File: config.mk
export PLATFORM = sky130hd
export DESIGN_NAME = spca_cell
export DESIGN_NICKNAME = d
export VERILOG_FILES = /design/src/assert_macros.svh /design/src/spca_pkg.sv /design/src/spca_cell.sv
export SDC_FILE = /design/constraint.sdc
export NUM_CORES = 1
export LEC_CHECK = 0
export BUFFER_PORTS_ARGS = -buffer_cell sky130_fd_sc_hd__buf_2
export CAP_MARGIN = 25
export CORE_MARGIN = 3
export CORE_UTILIZATION = 40
export CTS_CLUSTER_SIZE = 24
export DETAILED_ROUTE_END_ITERATION = 8
export PLACE_DENSITY = 0.68
export SLEW_MARGIN = 10
export SYNTH_ARGS = -nofsm -noshare
export SYNTH_HDL_FRONTEND = slang
export SYNTH_SLANG_ARGS = --single-unit
File: constraint.sdc
create_clock -name clk -period 11.3 [get_ports clk]
set_input_delay 1.695 -clock clk [delete_from_list [all_inputs] [get_ports clk]]
set_output_delay 1.695 -clock clk [all_outputs]
set_load 0.005 [all_outputs]
File: src/assert_macros.svh
`ifndef ASSERT_MACROS_SVH
`define ASSERT_MACROS_SVH

`ifndef SYNTHESIS
`define ASSERT_PROP(lbl, clk, rst, prop) \
  lbl: assert property (@(posedge clk) disable iff (rst) prop) \
    else $error("assertion failed");
`define ASSERT_NEVER(lbl, clk, rst, cond) \
  lbl: assert property (@(posedge clk) disable iff (rst) !(cond)) \
    else $error("assertion failed");
`else
`define ASSERT_PROP(lbl, clk, rst, prop)
`define ASSERT_NEVER(lbl, clk, rst, cond)
`endif

`endif

File: src/spca_pkg.sv
package spca_pkg;

  localparam int SLOT_CAP = 8;
  localparam int IDX_W    = 3;
  localparam int CNT_W    = 4;
  localparam int CUST_W   = 16;
  localparam int TT_W     = 16;
  localparam int DEP_W    = 18;

  typedef enum logic [1:0] {
    OP_NONE,
    OP_ASSIGN,
    OP_TICK,
    OP_EMIT
  } op_t;

  typedef struct packed {
    op_t  op;
    logic adv;
  } ctl_t;

  typedef struct packed {
    logic [CUST_W-1:0] cust;
    logic [TT_W-1:0]   tt;
    logic [DEP_W-1:0]  dep;
  } item_t;

  typedef struct packed {
    logic tok;
    logic found;
  } link_t;

  typedef struct packed {
    logic load;
    logic depart;
    logic busy_after;
    logic hit;
  } stat_t;

  typedef struct packed {
    logic [CUST_W-1:0] cust;
    logic [DEP_W-1:0]  dep;
  } slot_t;

endpackage

File: src/spca_cell.sv
module spca_cell (
  input  logic             clk,
  input  logic             rst,
  input  logic             active,
  input  spca_pkg::ctl_t   ctl,
  input  spca_pkg::item_t  item,
  input  spca_pkg::link_t  left,
  output spca_pkg::link_t  right,
  output spca_pkg::stat_t  stat,
  output spca_pkg::slot_t  data
);

  logic                          tok;
  logic                          found;
  logic                          busy;
  logic                          pend;
  logic [spca_pkg::TT_W-1:0]     rem;
  logic [spca_pkg::CUST_W-1:0]   cust;
  logic [spca_pkg::DEP_W-1:0]    dep;

  logic act;
  logic is_assign;
  logic is_tick;
  logic last_tick;

  assign act       = tok & ctl.adv;
  assign is_assign = (ctl.op == spca_pkg::OP_ASSIGN);
  assign is_tick   = (ctl.op == spca_pkg::OP_TICK);
  assign last_tick = (rem == spca_pkg::TT_W'(1));

  assign stat.load       = act & is_assign & ~busy & ~found;
  assign stat.depart     = act & is_tick & busy & last_tick;
  assign stat.busy_after = act & ((is_assign & (busy | ~found))
                                | (is_tick & busy & ~last_tick));
  assign stat.hit        = tok & pend & (ctl.op == spca_pkg::OP_EMIT);

  assign right.tok   = tok;
  assign right.found = found | (tok & is_assign & ~busy);

  assign data.cust = tok ? cust : '0;
  assign data.dep  = tok ? dep  : '0;

  always_ff @(posedge clk) begin
    if (rst) begin
      tok   <= 1'b0;
      found <= 1'b0;
      busy  <= 1'b0;
      pend  <= 1'b0;
      rem   <= '0;
    end else begin
      if (ctl.adv) begin
        tok   <= left.tok & active;
        found <= left.found;
      end
      if (act) begin
        case (ctl.op)
          spca_pkg::OP_ASSIGN: begin
            if (!busy && !found) begin
              busy <= 1'b1;
              rem  <= item.tt;
            end
          end
          spca_pkg::OP_TICK: begin
            if (busy) begin
              rem <= rem - spca_pkg::TT_W'(1);
              if (last_tick) begin
                busy <= 1'b0;
                pend <= 1'b1;
              end
            end
          end
          spca_pkg::OP_EMIT: begin
            pend <= 1'b0;
          end
          default: begin
          end
        endcase
      end
    end
  end

  always_ff @(posedge clk) begin
    if (stat.load) begin
      cust <= item.cust;
      dep  <= item.dep;
    end
  end

endmodule

**Word level (Yosys, flattened, before mapping)**

Index checks and enable logic that the tools add are counted.

- Register bits: 54
- Input bits: 58
- Word-level logic and storage cells: 57

- Multiplexer cells: 12
- Equality and inequality tests: 7
- Add/subtract/negate cells: 1
- Reduce and logical (&&, ||, !) cells: 8
- Bitwise gates (word level): 22

Operator list:

| operator | number |
|---|---|
| $mux 16 | 3 |
| $pmux 16 s2 | 1 |
| $mux 18 | 1 |
| $and 1x1->1 | 16 |
| $eq 16x1->1 const B | 1 |
| $sub 16x1->16 const B | 1 |
| $reduce_and 4->1 | 2 |
| $mux 1 | 5 |
| $eq 2x2->1 const B | 2 |
| $ne 2x1->1 const B | 2 |
| $pmux 1 s2 | 2 |
| $reduce_bool 2->1 | 2 |
| $not 1->1 | 3 |
| $or 1x1->1 | 3 |
| $reduce_and 3->1 | 1 |
| $eq 2x1->1 const B | 1 |
| $logic_not 1->1 | 2 |
| $ne 2x2->1 const B | 1 |
| $logic_and 1x1->1 | 1 |

**Longest topological paths before layout**

- Word-level depth: 5
- Mapped depth: 9
- Depth with buffers taken out: 6

**Least setup slack after synthesis**

Ideal clock, no wire load.

- Path type: input port to output port
- From: input port ctl[2] (netlist name)
- To: output port stat[3] (netlist name)
- Setup slack: 3907 ps
- Arrival: 5698 ps
- Required time: 9605 ps
- Stages: 3
- Cell sequence: inv_1 ha_1 nor4b_1

RTL lines:

| item | line | source |
|---|---|---|
| start: declaration | spca_cell.sv:5 | `input spca_pkg::ctl_t ctl,` |
| end: declaration | spca_cell.sv:9 | `output spca_pkg::stat_t stat,` |

==> metrics.yaml <==
outcome:
  status: "finished, final reports clean"
die:
  die_width_um: 87.6
  rows: 29
  start_util: 0.417
  num_io_pins: 98
  die_y_um: 87.6
  dieArea_um2: 7680
  core-area_um2: 6390
drt:
  ant_nets: 0
  dr.pass1.iters: 4
  vias: 2263
  drc: 0
  vias_per_cell: 5.23
  drt-initial-drc-count: 121
  drt_wl_total_um: 6310
  wl_per_cell_um: 14.6
timing:
  fmax_mhz: 215
  rsz0062_at_grt: "no"
  fin_skew_ps: 9.56
  finalCritPeriodShare: 0.411
  post-route-min-period_ps: 4640
  drv_slew: 0
  relSlewSlack: 0.489
  setup_viol: 0
  finalSetupTns_ps: 0
  tightest_slew_ps: 760
  hold_violations: 0
yosys:
  yosysWarnings: 0
  yosys-top-cells-area: "edfxtp_1, dfxtp_1, and2_1, a21oi_1, ha_1"
  synth_nets: 326
  synth_cells: 263
  synth_common_cells: "and2_1, edfxtp_1, dfxtp_1"
  ys.flop_type: "edfxtp_1"
  yosysTopAreaCell: "edfxtp_1"
  syn_avg_cell_area_um2: 10.1
  synth-seq-cells: 54
  async_reset_ff_frac: 0
  yosysTopAreaCellShare: 0.383
  synth_edf_count: 34
  synth_area_um2: 2670
  synth_cell_type_count: 46
  synth_most_common_cell: "and2_1"
  ys_seq_area_frac: 0.533
clocking:
  ctsResizeCount: 0
  clkSinkCount: 54
  cts_tree: "done"
  cts-root-buf: "clkbuf_8"
  cts_buffer_depth: 2
  cts_inserted_buffers: 5
  clk_latency_ps: 310
  postCtsSetupBuffers: 0
  path_clk_slew_ps: 90
  htree_levels: 2
  cts_hold_buf: 0
critical_path:
  worstSetupEndpoint: "stat[3]"
  cp_data_required_time_ps: 9610
  timing.rr.end: "rem[14]"
  cp.arrival_ps: 2950
  crit_path_frequent_cell: "buf_2"
  cp_max_fo: 35
  r2r_cells: 4
  worstSetupStartpoint: "ctl[2]"
  max_stage_delay_ps: 430
  start_kind: "input port"
  reg2reg_from: "busy"
  cp-end-kind: "primary output"
  reg2reg_setup_slack_ps: 8960
  worstSetupPathType: "in -> out"
  path_cells: "buf_2 -> inv_1 -> ha_1 -> nor4b_2 -> buf_4 -> buf_2"
  slowest_stage: "buf_4"
global_routing:
  grt-ovfl-total: 0
  grt_usage: 0.160
  grt_pass1_wl_um: 9760
  grt_max_degree: 46
  antenna_found_initial: 0
  grt_pass1_vias: 2063
layout:
  fin_util: 0.520
  final_layout_size_suffix_gt1_frac: 0.317
  syn2layout_area_growth_pct: 24.6
  diodes: 0
  fin_nets: 418
power:
  powerDensity_nw_per_um2: 109
  ir_drop_uv: 61.9
  p_leak_nw: 1.39
job:
  maxCapViolCount: 0
placement:
  portBuffers: 97
  gp_congestion: 0.840
  place_hpwl_um: 4700
min_path:
  hp-class: "reg -> reg"
==> through the flow <==
stage | std cells | area (um2) | power [mW] | hold WS, ps | worst slack, ps
after CTS | 432 | 3310 | 0.364 | 502 | 6640
after floorplan | 263 | 2670 | 0.234 | 452 | 3910
after global placement | 424 | 3210 | 0.250 | 489 | 6680
after global routing | 433 | 3320 | 0.377 | 544 | 6530
final | 433 | 3320 | 0.361 | 495 | 6660
after detailed placement | 424 | 3210 | 0.251 | 487 | 6640
==> power by group <==
| group | internal (mW) | switching (mW) | leakage, nW | total, mW |
|---|---|---|---|---|
| sequential | 0.211 | 0.00153 | 0.467 | 0.212 |
| clock | 0.0461 | 0.0679 | 0.0502 | 0.114 |
| combinational | 0.0168 | 0.0181 | 0.876 | 0.0350 |
| total | 0.273 | 0.0875 | 1.39 | 0.361 |
==> area by class of cell <==
| class | count | area (um2) |
|---|---|---|
| Sequential cell | 54 | 1420 |
| Inverter | 13 | 48.8 |
| Fill cell | 605 | 3070 |
| Clock inverter | 3 | 28.8 |
| Timing Repair Buffer | 101 | 519 |
| Multi-Input combinational cell | 180 | 1140 |
| Clock buffer | 5 | 68.8 |
| Tap cell | 77 | 96.3 |
==> worst min path at each step <==
| stage | from | endpoint | slack (ps) | cells past startpoint |
|---|---|---|---|---|
| floorplan | rem[7] | rem[7] | 450 | 2 |
| global placement | rem[7] | rem[7] | 490 | 2 |
| detailed placement | rem[7] | rem[7] | 490 | 2 |
| CTS | rem[7] | rem[7] | 500 | 2 |
| global route | rem[8] | rem[8] | 540 | 2 |
| finish | rem[7] | rem[7] | 500 | 2 |
==> layer usage <==
layer / wire (um) / part of all wire / up-vias / track usage
met3: 526 / 0.083 / 6 / 0.0263
met5: 0 / 0 / - / 0
li1: - / - / 1140 / -
met4: 53 / 0.0084 / 0 / 0.0460
met2: 2970 / 0.47 / 94 / 0.259
met1: 2760 / 0.44 / 1023 / 0.222
==> cell usage in the layout, fill, tap and decap left out, types with 4 or more instances in the layout <==
cell,netlist,layout
a21oi_1,14,14
o21ai_0,10,10
nand4_1,7,7
nand2b_1,4,4
a31oi_1,5,5
dfxtp_1,20,20
nor2b_1,10,10
clkbuf_8,0,5
buf_2,1,97
ha_1,5,5
edfxtp_1,34,34
and2_1,35,35
inv_1,13,13
nor4_1,6,6
nor2_1,9,9
nand2_1,16,16
nor3_1,9,9
nand3_1,4,4
==> logic make-up after synthesis <==
family / Yosys count / share of synthesized area
flip-flops: 54 / 0.533
adder cells (fa/ha/maj): 5 / 0.0235
buffers and inverters: 29 / 0.0427
AND/OR/NAND/NOR: 116 / 0.251
multiplexers: 3 / 0.0113
AO/OA/AOI/OAI: 56 / 0.139
==> worst max-delay path: cells and delay by family <==
kind	cells	cell delay (ps)
buf+inv	4	790
fa+ha+maj	1	230
simple gates	1	220
==> registers in the layout, indices dropped and copies added (netlist names) <==
| register | flops |
|---|---|
| busy | 1 |
| rem | 16 |
| dep | 18 |
| pend | 1 |
| found | 1 |
| tok | 1 |
| cust | 16 |
Note: power is estimated with default switching activity, not from simulation.
