[src/assert_macros.svh]
`ifndef ASSERT_MACROS_SVH
`define ASSERT_MACROS_SVH

`ifndef SYNTHESIS
`define ASSERT_PROP(lbl, clk, rst, prop) \
  lbl: assert property (@(posedge clk) disable iff (rst) prop) \
    else $error("assertion failed");
`define ASSERT_NEVER(lbl, clk, rst, cond) \
  lbl: assert property (@(posedge clk) disable iff (rst) !(cond)) \
    else $error("assertion failed");
`else
`define ASSERT_PROP(lbl, clk, rst, prop)
`define ASSERT_NEVER(lbl, clk, rst, cond)
`endif

`endif

[src/spca_pkg.sv]
package spca_pkg;

  localparam int SLOT_CAP = 8;
  localparam int IDX_W    = 3;
  localparam int CNT_W    = 4;
  localparam int CUST_W   = 16;
  localparam int TT_W     = 16;
  localparam int DEP_W    = 18;

  typedef enum logic [1:0] {
    OP_NONE,
    OP_ASSIGN,
    OP_TICK,
    OP_EMIT
  } op_t;

  typedef struct packed {
    op_t  op;
    logic adv;
  } ctl_t;

  typedef struct packed {
    logic [CUST_W-1:0] cust;
    logic [TT_W-1:0]   tt;
    logic [DEP_W-1:0]  dep;
  } item_t;

  typedef struct packed {
    logic tok;
    logic found;
  } link_t;

  typedef struct packed {
    logic load;
    logic depart;
    logic busy_after;
    logic hit;
  } stat_t;

  typedef struct packed {
    logic [CUST_W-1:0] cust;
    logic [DEP_W-1:0]  dep;
  } slot_t;

endpackage

[src/spca_if.sv]
interface spca_req_if;
  logic        valid;
  logic        ready;
  logic        action;
  logic [15:0] customer_number;
  logic [15:0] arrival_time;
  logic [15:0] waiting_time;
  logic [15:0] transaction_time;

  modport source (
    output valid, action, customer_number, arrival_time, waiting_time, transaction_time,
    input  ready
  );
  modport sink (
    input  valid, action, customer_number, arrival_time, waiting_time, transaction_time,
    output ready
  );
endinterface

interface spca_rsp_if;
  logic        valid;
  logic        ready;
  logic        assign_ok;
  logic [2:0]  server_index;
  logic        departed;
  logic [15:0] departed_customer;
  logic [17:0] departure_time;
  logic [3:0]  busy_count;
  logic        last_of_run;

  modport source (
    output valid, assign_ok, server_index, departed, departed_customer, departure_time,
           busy_count, last_of_run,
    input  ready
  );
  modport sink (
    input  valid, assign_ok, server_index, departed, departed_customer, departure_time,
           busy_count, last_of_run,
    output ready
  );
endinterface

[src/spca_seq.sv]
`include "assert_macros.svh"

module spca_seq #(
  parameter int NUM_SERVERS = 8
) (
  input  logic                          clk,
  input  logic                          rst,
  input  logic [spca_pkg::CNT_W-1:0]    n_eff,
  spca_req_if.sink                      request,
  spca_rsp_if.source                    result,
  output spca_pkg::ctl_t                ctl,
  output spca_pkg::item_t               item,
  output logic                          inject,
  input  spca_pkg::stat_t               stat,
  input  spca_pkg::slot_t               data
);

  localparam int IW = (NUM_SERVERS > 1) ? $clog2(NUM_SERVERS) : 1;

  typedef enum logic [1:0] {
    S_IDLE,
    S_SCAN,
    S_EMIT,
    S_RESULT
  } state_t;

  state_t                              state;
  logic [IW-1:0]                       idx;
  logic                                action;
  logic [spca_pkg::CNT_W-1:0]          count;
  logic                                found;
  logic [spca_pkg::IDX_W-1:0]          found_idx;
  logic                                any_dep;
  logic [IW-1:0]                       last_dep;

  logic                                out_valid;
  logic                                out_ok;
  logic [spca_pkg::IDX_W-1:0]          out_idx;
  logic                                out_dep;
  logic [spca_pkg::CUST_W-1:0]         out_cust;
  logic [spca_pkg::DEP_W-1:0]          out_time;
  logic [spca_pkg::CNT_W-1:0]          out_busy;
  logic                                out_last;

  logic                                out_free;
  logic                                out_load;
  logic                                last_idx;
  logic                                will_emit;
  logic [spca_pkg::TT_W-1:0]           tt_eff;

  assign out_free  = ~out_valid | result.ready;
  assign out_load  = ((state == S_EMIT) & stat.hit & out_free)
                   | ((state == S_RESULT) & out_free);
  assign last_idx  = ((spca_pkg::CNT_W'(idx) + spca_pkg::CNT_W'(1)) == n_eff);
  assign will_emit = ~action & (any_dep | stat.depart);
  assign tt_eff    = (request.transaction_time == '0) ? spca_pkg::TT_W'(1)
                                                       : request.transaction_time;

  assign request.ready = (state == S_IDLE);

  always_comb begin
    ctl.op  = spca_pkg::OP_NONE;
    ctl.adv = 1'b1;
    inject  = 1'b0;
    case (state)
      S_IDLE: begin
        inject = request.valid & (n_eff != '0);
      end
      S_SCAN: begin
        ctl.op = action ? spca_pkg::OP_ASSIGN : spca_pkg::OP_TICK;
        inject = last_idx & will_emit;
      end
      S_EMIT: begin
        ctl.op  = spca_pkg::OP_EMIT;
        ctl.adv = ~stat.hit | out_free;
      end
      S_RESULT: begin
        ctl.adv = 1'b0;
      end
      default: begin
      end
    endcase
  end

  always_ff @(posedge clk) begin
    if (rst) begin
      state     <= S_IDLE;
      out_valid <= 1'b0;
      idx       <= '0;
    end else begin
      if (out_load) begin
        out_valid <= 1'b1;
      end else if (result.ready) begin
        out_valid <= 1'b0;
      end
      case (state)
        S_IDLE: begin
          if (request.valid) begin
            action    <= request.action;
            item.cust <= request.customer_number;
            item.tt   <= tt_eff;
            item.dep  <= spca_pkg::DEP_W'(request.arrival_time)
                       + spca_pkg::DEP_W'(request.waiting_time)
                       + spca_pkg::DEP_W'(tt_eff);
            count     <= '0;
            found     <= 1'b0;
            found_idx <= '0;
            any_dep   <= 1'b0;
            idx       <= '0;
            state     <= (n_eff == '0) ? S_RESULT : S_SCAN;
          end
        end
        S_SCAN: begin
          count <= count + spca_pkg::CNT_W'(stat.busy_after);
          if (stat.load) begin
            found     <= 1'b1;
            found_idx <= spca_pkg::IDX_W'(idx);
          end
          if (stat.depart) begin
            any_dep  <= 1'b1;
            last_dep <= idx;
          end
          if (last_idx) begin
            idx   <= '0;
            state <= will_emit ? S_EMIT : S_RESULT;
          end else begin
            idx <= idx + IW'(1);
          end
        end
        S_EMIT: begin
          if (stat.hit && out_free) begin
            out_ok    <= 1'b0;
            out_idx   <= spca_pkg::IDX_W'(idx);
            out_dep   <= 1'b1;
            out_cust  <= data.cust;
            out_time  <= data.dep;
            out_busy  <= count;
            out_last  <= (idx == last_dep);
          end
          if (ctl.adv) begin
            if (last_idx) begin
              state <= S_IDLE;
            end else begin
              idx <= idx + IW'(1);
            end
          end
        end
        S_RESULT: begin
          if (out_free) begin
            out_ok    <= found;
            out_idx   <= found ? found_idx : '0;
            out_dep   <= 1'b0;
            out_cust  <= '0;
            out_time  <= '0;
            out_busy  <= count;
            out_last  <= 1'b1;
            state     <= S_IDLE;
          end
        end
        default: begin
          state <= S_IDLE;
        end
      endcase
    end
  end

  assign result.valid             = out_valid;
  assign result.assign_ok         = out_ok;
  assign result.server_index      = out_idx;
  assign result.departed          = out_dep;
  assign result.departed_customer = out_cust;
  assign result.departure_time    = out_time;
  assign result.busy_count        = out_busy;
  assign result.last_of_run       = out_last;

  // a stalled departure keeps its token in place
  `ASSERT_PROP(a_emit_hold, clk, rst,
    (state == S_EMIT && stat.hit && !out_free) |=> (state == S_EMIT && stat.hit))
  `ASSERT_NEVER(a_busy_range, clk, rst, out_valid && (out_busy > n_eff))
  `ASSERT_NEVER(a_slot_range, clk, rst,
    out_valid && (out_ok || out_dep) && (spca_pkg::CNT_W'(out_idx) >= n_eff))

endmodule

[src/flat_wrapper.sv]
// flat-port wrapper written by rule: the top's interface ports become plain ports
module spca_seq_flat 
#(
  parameter int NUM_SERVERS = 8
)
  (clk, rst, n_eff, ctl, item, inject, stat, data, request_valid, request_action, request_customer_number, request_arrival_time, request_waiting_time, request_transaction_time, request_ready, result_valid, result_assign_ok, result_server_index, result_departed, result_departed_customer, result_departure_time, result_busy_count, result_last_of_run, result_ready);
  spca_req_if request_i ();
  spca_rsp_if result_i ();
  input  logic clk;
  input  logic rst;
  input  logic [spca_pkg::CNT_W-1:0] n_eff;
  output spca_pkg::ctl_t ctl;
  output spca_pkg::item_t item;
  output logic inject;
  input  spca_pkg::stat_t stat;
  input  spca_pkg::slot_t data;
  input wire logic [$bits(request_i.valid)-1:0] request_valid;
  input wire logic [$bits(request_i.action)-1:0] request_action;
  input wire logic [$bits(request_i.customer_number)-1:0] request_customer_number;
  input wire logic [$bits(request_i.arrival_time)-1:0] request_arrival_time;
  input wire logic [$bits(request_i.waiting_time)-1:0] request_waiting_time;
  input wire logic [$bits(request_i.transaction_time)-1:0] request_transaction_time;
  output wire logic [$bits(request_i.ready)-1:0] request_ready;
  output wire logic [$bits(result_i.valid)-1:0] result_valid;
  output wire logic [$bits(result_i.assign_ok)-1:0] result_assign_ok;
  output wire logic [$bits(result_i.server_index)-1:0] result_server_index;
  output wire logic [$bits(result_i.departed)-1:0] result_departed;
  output wire logic [$bits(result_i.departed_customer)-1:0] result_departed_customer;
  output wire logic [$bits(result_i.departure_time)-1:0] result_departure_time;
  output wire logic [$bits(result_i.busy_count)-1:0] result_busy_count;
  output wire logic [$bits(result_i.last_of_run)-1:0] result_last_of_run;
  input wire logic [$bits(result_i.ready)-1:0] result_ready;
  assign request_i.valid = request_valid;
  assign request_i.action = request_action;
  assign request_i.customer_number = request_customer_number;
  assign request_i.arrival_time = request_arrival_time;
  assign request_i.waiting_time = request_waiting_time;
  assign request_i.transaction_time = request_transaction_time;
  assign request_ready = request_i.ready;
  assign result_valid = result_i.valid;
  assign result_assign_ok = result_i.assign_ok;
  assign result_server_index = result_i.server_index;
  assign result_departed = result_i.departed;
  assign result_departed_customer = result_i.departed_customer;
  assign result_departure_time = result_i.departure_time;
  assign result_busy_count = result_i.busy_count;
  assign result_last_of_run = result_i.last_of_run;
  assign result_i.ready = result_ready;
  spca_seq #(.NUM_SERVERS(NUM_SERVERS)) u_core (.clk(clk), .rst(rst), .n_eff(n_eff), .request(request_i), .result(result_i), .ctl(ctl), .item(item), .inject(inject), .stat(stat), .data(data));
endmodule
[config.mk]
export PLATFORM = sky130hd
export DESIGN_NAME = spca_seq_flat
export DESIGN_NICKNAME = d
export VERILOG_FILES = /design/src/spca_pkg.sv /design/src/spca_if.sv /design/src/spca_seq.sv /design/src/flat_wrapper.sv
export VERILOG_INCLUDE_DIRS = /design/src /design/src/src
export SDC_FILE = /design/constraint.sdc
export NUM_CORES = 1
export LEC_CHECK = 0
export BUFFER_PORTS_ARGS = -buffer_cell sky130_fd_sc_hd__buf_2
export CORE_ASPECT_RATIO = 1.5
export CORE_MARGIN = 8
export CORE_UTILIZATION = 50
export CTS_CLUSTER_DIAMETER = 30
export DETAILED_ROUTE_END_ITERATION = 7
export PLACE_DENSITY = 0.77
export SYNTH_ARGS = -nofsm -noshare
export SYNTH_HDL_FRONTEND = slang
export SYNTH_SLANG_ARGS = --single-unit
[constraint.sdc]
create_clock -name clk -period 6.1 [get_ports clk]
set_input_delay 0.915 -clock clk [delete_from_list [all_inputs] [get_ports clk]]
set_output_delay 0.915 -clock clk [all_outputs]
set_load 0.05 [all_outputs]
## Yosys cells after proc, flatten, opt, wreduce, memory -nomap -nowiden

Index checks and enable logic that the tools add are counted.

- Output and inout bits: 100
- Bits in registers: 113
- Logic and storage cells: 120
- Input port bits: 111

- Reductions and logical operators: 17
- Add/sub/neg operators: 5
- Mux-type cells: 51
- Bitwise operators: 14
- Equality and inequality tests: 14

Operator list:

| operator | count |
|---|---|
| $mux W16 | 3 |
| $mux W18 | 2 |
| $pmux W18 S2 | 1 |
| $pmux W16 S2 | 1 |
| $mux W3 | 8 |
| $add A18 B16 Y18 | 1 |
| $add A16 B16 Y17 | 1 |
| $logic_not A16 Y1 | 1 |
| $pmux W4 S2 | 2 |
| $reduce_and A4 Y1 | 4 |
| $mux W2 | 7 |
| $pmux W1 S2 | 7 |
| $mux W1 | 12 |
| $mux W4 | 3 |
| $ne A2 B2 Y1 const B | 6 |
| $pmux W3 S2 | 2 |
| $pmux W3 S3 | 1 |
| $reduce_and A3 Y1 | 3 |
| $pmux W2 S4 | 1 |
| $and A1 B1 Y1 | 6 |
| $ne A2 B1 Y1 const B | 3 |
| $reduce_bool A2 Y1 | 3 |
| $reduce_and A5 Y1 | 1 |
| $add A3 B1 Y4 const B | 1 |
| 14 further kinds | 21 |

## Logic depth before layout (Yosys ltp)

- Word-level depth: 6
- Mapped depth: 18
- Mapped depth without buffers: 18

## Worst setup path before layout

Ideal clock, no wire load.

- Path kind: input port to flip-flop
- Start point: input port rst
- End point: register u_core.out_ok (netlist: u_core.result.assign_ok) (enable)
- Setup time: 0.512 ns
- Stages on the path: 2
- Required time: 5.588 ns
- Path slack: 1.183 ns
- Arrival time: 4.405 ns
- Path buffers: 1
- Cell sequence: clkbuf_1 a211oi_1

- Longest elaborated chain between the ends: 2

Ends and longest elaborated chain:

| item | line | source |
|---|---|---|
| start: declaration | flat_wrapper.sv:10 | `input logic rst;` |
| $not A1 Y1 (no line) | - |  |
| $reduce_and A4 Y1 (no line) | - |  |
| end signal: assignment | spca_seq.sv:150 | `out_ok <= found;` |
| end: declaration | spca_seq.sv:37 | `logic out_ok;` |

Every way passes these cells.
A chain may end at the register's enable or synchronous reset.

## Worst setup path in the final report

- Start point: input port request_waiting_time[0]
- End point: register u_core.item[16] (netlist name)

- Longest elaborated chain between the ends: 2

Ends and longest elaborated chain:

| item | line | source |
|---|---|---|
| start: declaration | flat_wrapper.sv:21 | `input wire logic [$bits(request_i.waiting_time)-1:0] request_waiting_time;` |
| $add A16 B16 Y17 | spca_seq.sv:103 | `+ spca_pkg::DEP_W'(request.waiting_time)` |
| $add A18 B16 Y18 | spca_seq.sv:104 | `+ spca_pkg::DEP_W'(tt_eff);` |

Every way passes these cells.

==> impl_metrics.yaml <==
status:
  status: "finished clean"
layout:
  nFillCells: 867
  drive_above_1_share: 0.3683
  final_nets: 818
  areaGrowthSynthToFinish_pct: 30.84
  layout_commonest_cell: "buf_2"
  final_cell_mix: "buf_2 (210), edfxtp_1 (107), ha_1 (41), nor2b_1 (40), a21oi_1 (27)"
pwr:
  vdd_drop_max_mv: 0.2151
  powerDensity_nw_per_um2: 392.1
  total_power_mw: 2.910
  leakage_nw: 3.195
grt:
  grt_overflow_total: 0
  grt_pass1_vias: 4568
  grt.total_usage: 0.1936
  grt_max_degree: 52
  grt_pass1_wl_um: 22270
  antenna_found_initial: 3
setup_path:
  slowest_delay_ns: 0.38
  cp-end-kind: "register"
  arrival_ns: 4.38
  slowest_stage: "a211oi_1"
  cp_max_fo: 5
  worst_r2r_endpoint: "u_core.state[1]$_SDFFE_PP0P_"
  crit_required_ns: 6.23
  worstSetupStartpointType: "input pin"
  rrSetupSlack_ns: 3.55
  worstSetupPathType: "in -> reg"
  cpLargestDelayFamily: "compound AO/OA/AOI/OAI gates"
  r2r_cells: 8
  crit_chain: "buf_2, ha_1, inv_1, fa_1, inv_1, a21o_1, a211oi_1, o2bb2ai_1, o21bai_1, a21oi_1, xnor2_1, ha_1, a21o_1, a211o_1, a41o_1, a211oi_1, o31ai_1, xnor2_1"
  cp_num_buf_inv: 3
  timing.rr.start: "u_core.idx[0]$_SDFFE_PP0P_"
place:
  place_hpwl_um: 11760
  pre_cts_ws_ns: 1.495
  io_buffers: 210
  gp_congestion: 0.8847
route:
  wl_per_cell_um: 17.90
  drc: 0
  via_per_inst: 5.291
  totalWireLength_um: 14750
  ant_nets: 0
  drt_pre_antenna_iters: 4
  first_iter_violations: 139
  vias: 4360
floorplan:
  core_area_um2: 11060
  die-area_um2: 15080
  ios: 211
  fp.dieW_um: 103.0
  die_y_um: 146.4
  num_rows: 47
  start_util: 0.5130
yosys:
  synth.distinct_cells: 46
  yosysWarningCount: 0
  ys_async_sr_fraction: 0
  syn_inst: 454
  ys.flop_type: "edfxtp_1"
  synthTopCellsByArea: "edfxtp_1 (57%), ha_1 (9.0%), nor2b_1 (4.4%), xnor2_1 (2.9%), a21oi_1 (2.4%)"
  syn_area_per_cell_um2: 12.49
  synth_top_area_frac: 0.5665
  synth-edff-count: 107
  synthesis.area_um2: 5672
  ys_seq_area_frac: 0.5877
  synth.ff_latch_count: 113
  synth_area_leader_cell: "edfxtp_1"
  syn_nets: 608
min_path:
  hold_class: "reg -> reg"
  hp-start: "u_core.count[0]$_SDFFCE_PN0P_"
  whs_path_depth: 0
  hold_end: "u_core.result.busy_count[0]$_DFFE_PP_"
timing:
  clock-skew-final_ns: 0.007945
  max_freq_mhz: 235.5
  relSlewSlack: 0.5628
  rsz0062_at_grt: "false"
  period_share: 0.6961
  report.final.slew_viol_count: 0
  fin_ws_ns: 1.854
  min_period_ns: 4.246
  worst_pin_slew_ns: 0.6499
  finalHoldViolCount: 0
  setup-violations-final: 0
  setup_tns_ns: 0
cts:
  path_clk_slew_ns: 0.05
  post-cts-setup-buffers: 0
  cts_root_buf: "clkbuf_16"
  cts-htree-levels: 4
  cts_hold_buffers: 0
  cts_num_sinks: 113
  clockBufferDepth: 2
  clk_latency_ns: 0.40
  cts_resized: 0
  cts_buffers: 17
  cts_tree: "done"
job:
  cap_violations: 0
## logic make-up after synthesis
family,Yosys count,synth area share
simple gates,118,0.1121
flops,113,0.5877
compound gates,103,0.1218
buf+inv,43,0.02846
fa+ha+maj,43,0.09751
xor+xnor,34,0.05250
## routing by layer
layer  GRT usage  vias to the layer above  part of all wire
met3     0.06901                       31              0.11
li1            -                     2083                 -
met2      0.3464                      207              0.52
met1      0.1905                     2033              0.35
met5           0                        -            0.0032
met4     0.08727                        6             0.025
## synth_stat cells, types with 7 or more instances
library cell  number
xnor2_1           19
nor2b_1           40
clkbuf_1          22
o21ai_0           16
xor2_1            15
edfxtp_1         107
ha_1              41
o21a_1             8
a21oi_1           27
a21o_1             9
inv_1             21
and2_1            10
nand2_1           16
o21bai_1           7
nor2_1            21
## report_power, final
group,internal [mW],total [mW],switching [mW]
Clock,0.591,0.911,0.320
Sequential,1.01,1.05,0.0414
Combinational,0.279,0.950,0.672
Total,1.88,2.91,1.03
## metrics by stage
step / hold slack (ns) / utilization / std cells / cell area, um^2
2_1_floorplan: 0.4307 / - / 454 / 5672
3_3_place_gp: 0.4390 / 0.6211 / 792 / 6867
6_report: 0.4802 / 0.6712 / 824 / 7421
4_1_cts: 0.4830 / 0.6710 / 823 / 7418
5_1_grt: 0.4876 / 0.6710 / 823 / 7418
3_5_place_dp: 0.4471 / 0.6211 / 792 / 6867
## final cells by class
type | count | area [um^2] | share of cell area
diodes | 1 | 2.502 | 0.0003372
clock buffers | 19 | 432.9 | 0.05834
repair buffers | 213 | 1074 | 0.1447
inverters | 21 | 78.83 | 0.01062
clock inverters | 12 | 118.9 | 0.01602
flip-flops and latches | 113 | 3333 | 0.4492
multi-input cells | 298 | 2197 | 0.2961
well taps | 147 | 183.9 | 0.02478
## registers in the layout, indices dropped and copies added, names as in the netlist, 2 cells and up
name and flops:
u_core.state 2, u_core.result.departure_time 18, u_core.idx 3, u_core.result.busy_count 4, u_core.result.departed_customer 16, u_core.last_dep 3, u_core.count 4, u_core.found_idx 3
u_core.item 50, u_core.result.server_index 3
## worst max-delay path by stage
| stage | startpoint | to | slack (ns) | cells after the start |
|---|---|---|---|---|
| 3_3_place_gp | request_waiting_time[0] | u_core.item[16]$_DFFE_PP_ | 1.54 | 18 |
| 3_5_place_dp | request_waiting_time[0] | u_core.item[16]$_DFFE_PP_ | 1.49 | 18 |
| 5_1_grt | request_waiting_time[0] | u_core.item[15]$_DFFE_PP_ | 1.60 | 19 |
| 2_1_floorplan | rst | u_core.result.assign_ok$_SDFFCE_PN0P_ | 1.18 | 2 |
| 4_1_cts | request_waiting_time[0] | u_core.item[16]$_DFFE_PP_ | 1.90 | 18 |
| 6_report | request_waiting_time[0] | u_core.item[16]$_DFFE_PP_ | 1.85 | 18 |
Power figures use the tool's default switching activity.
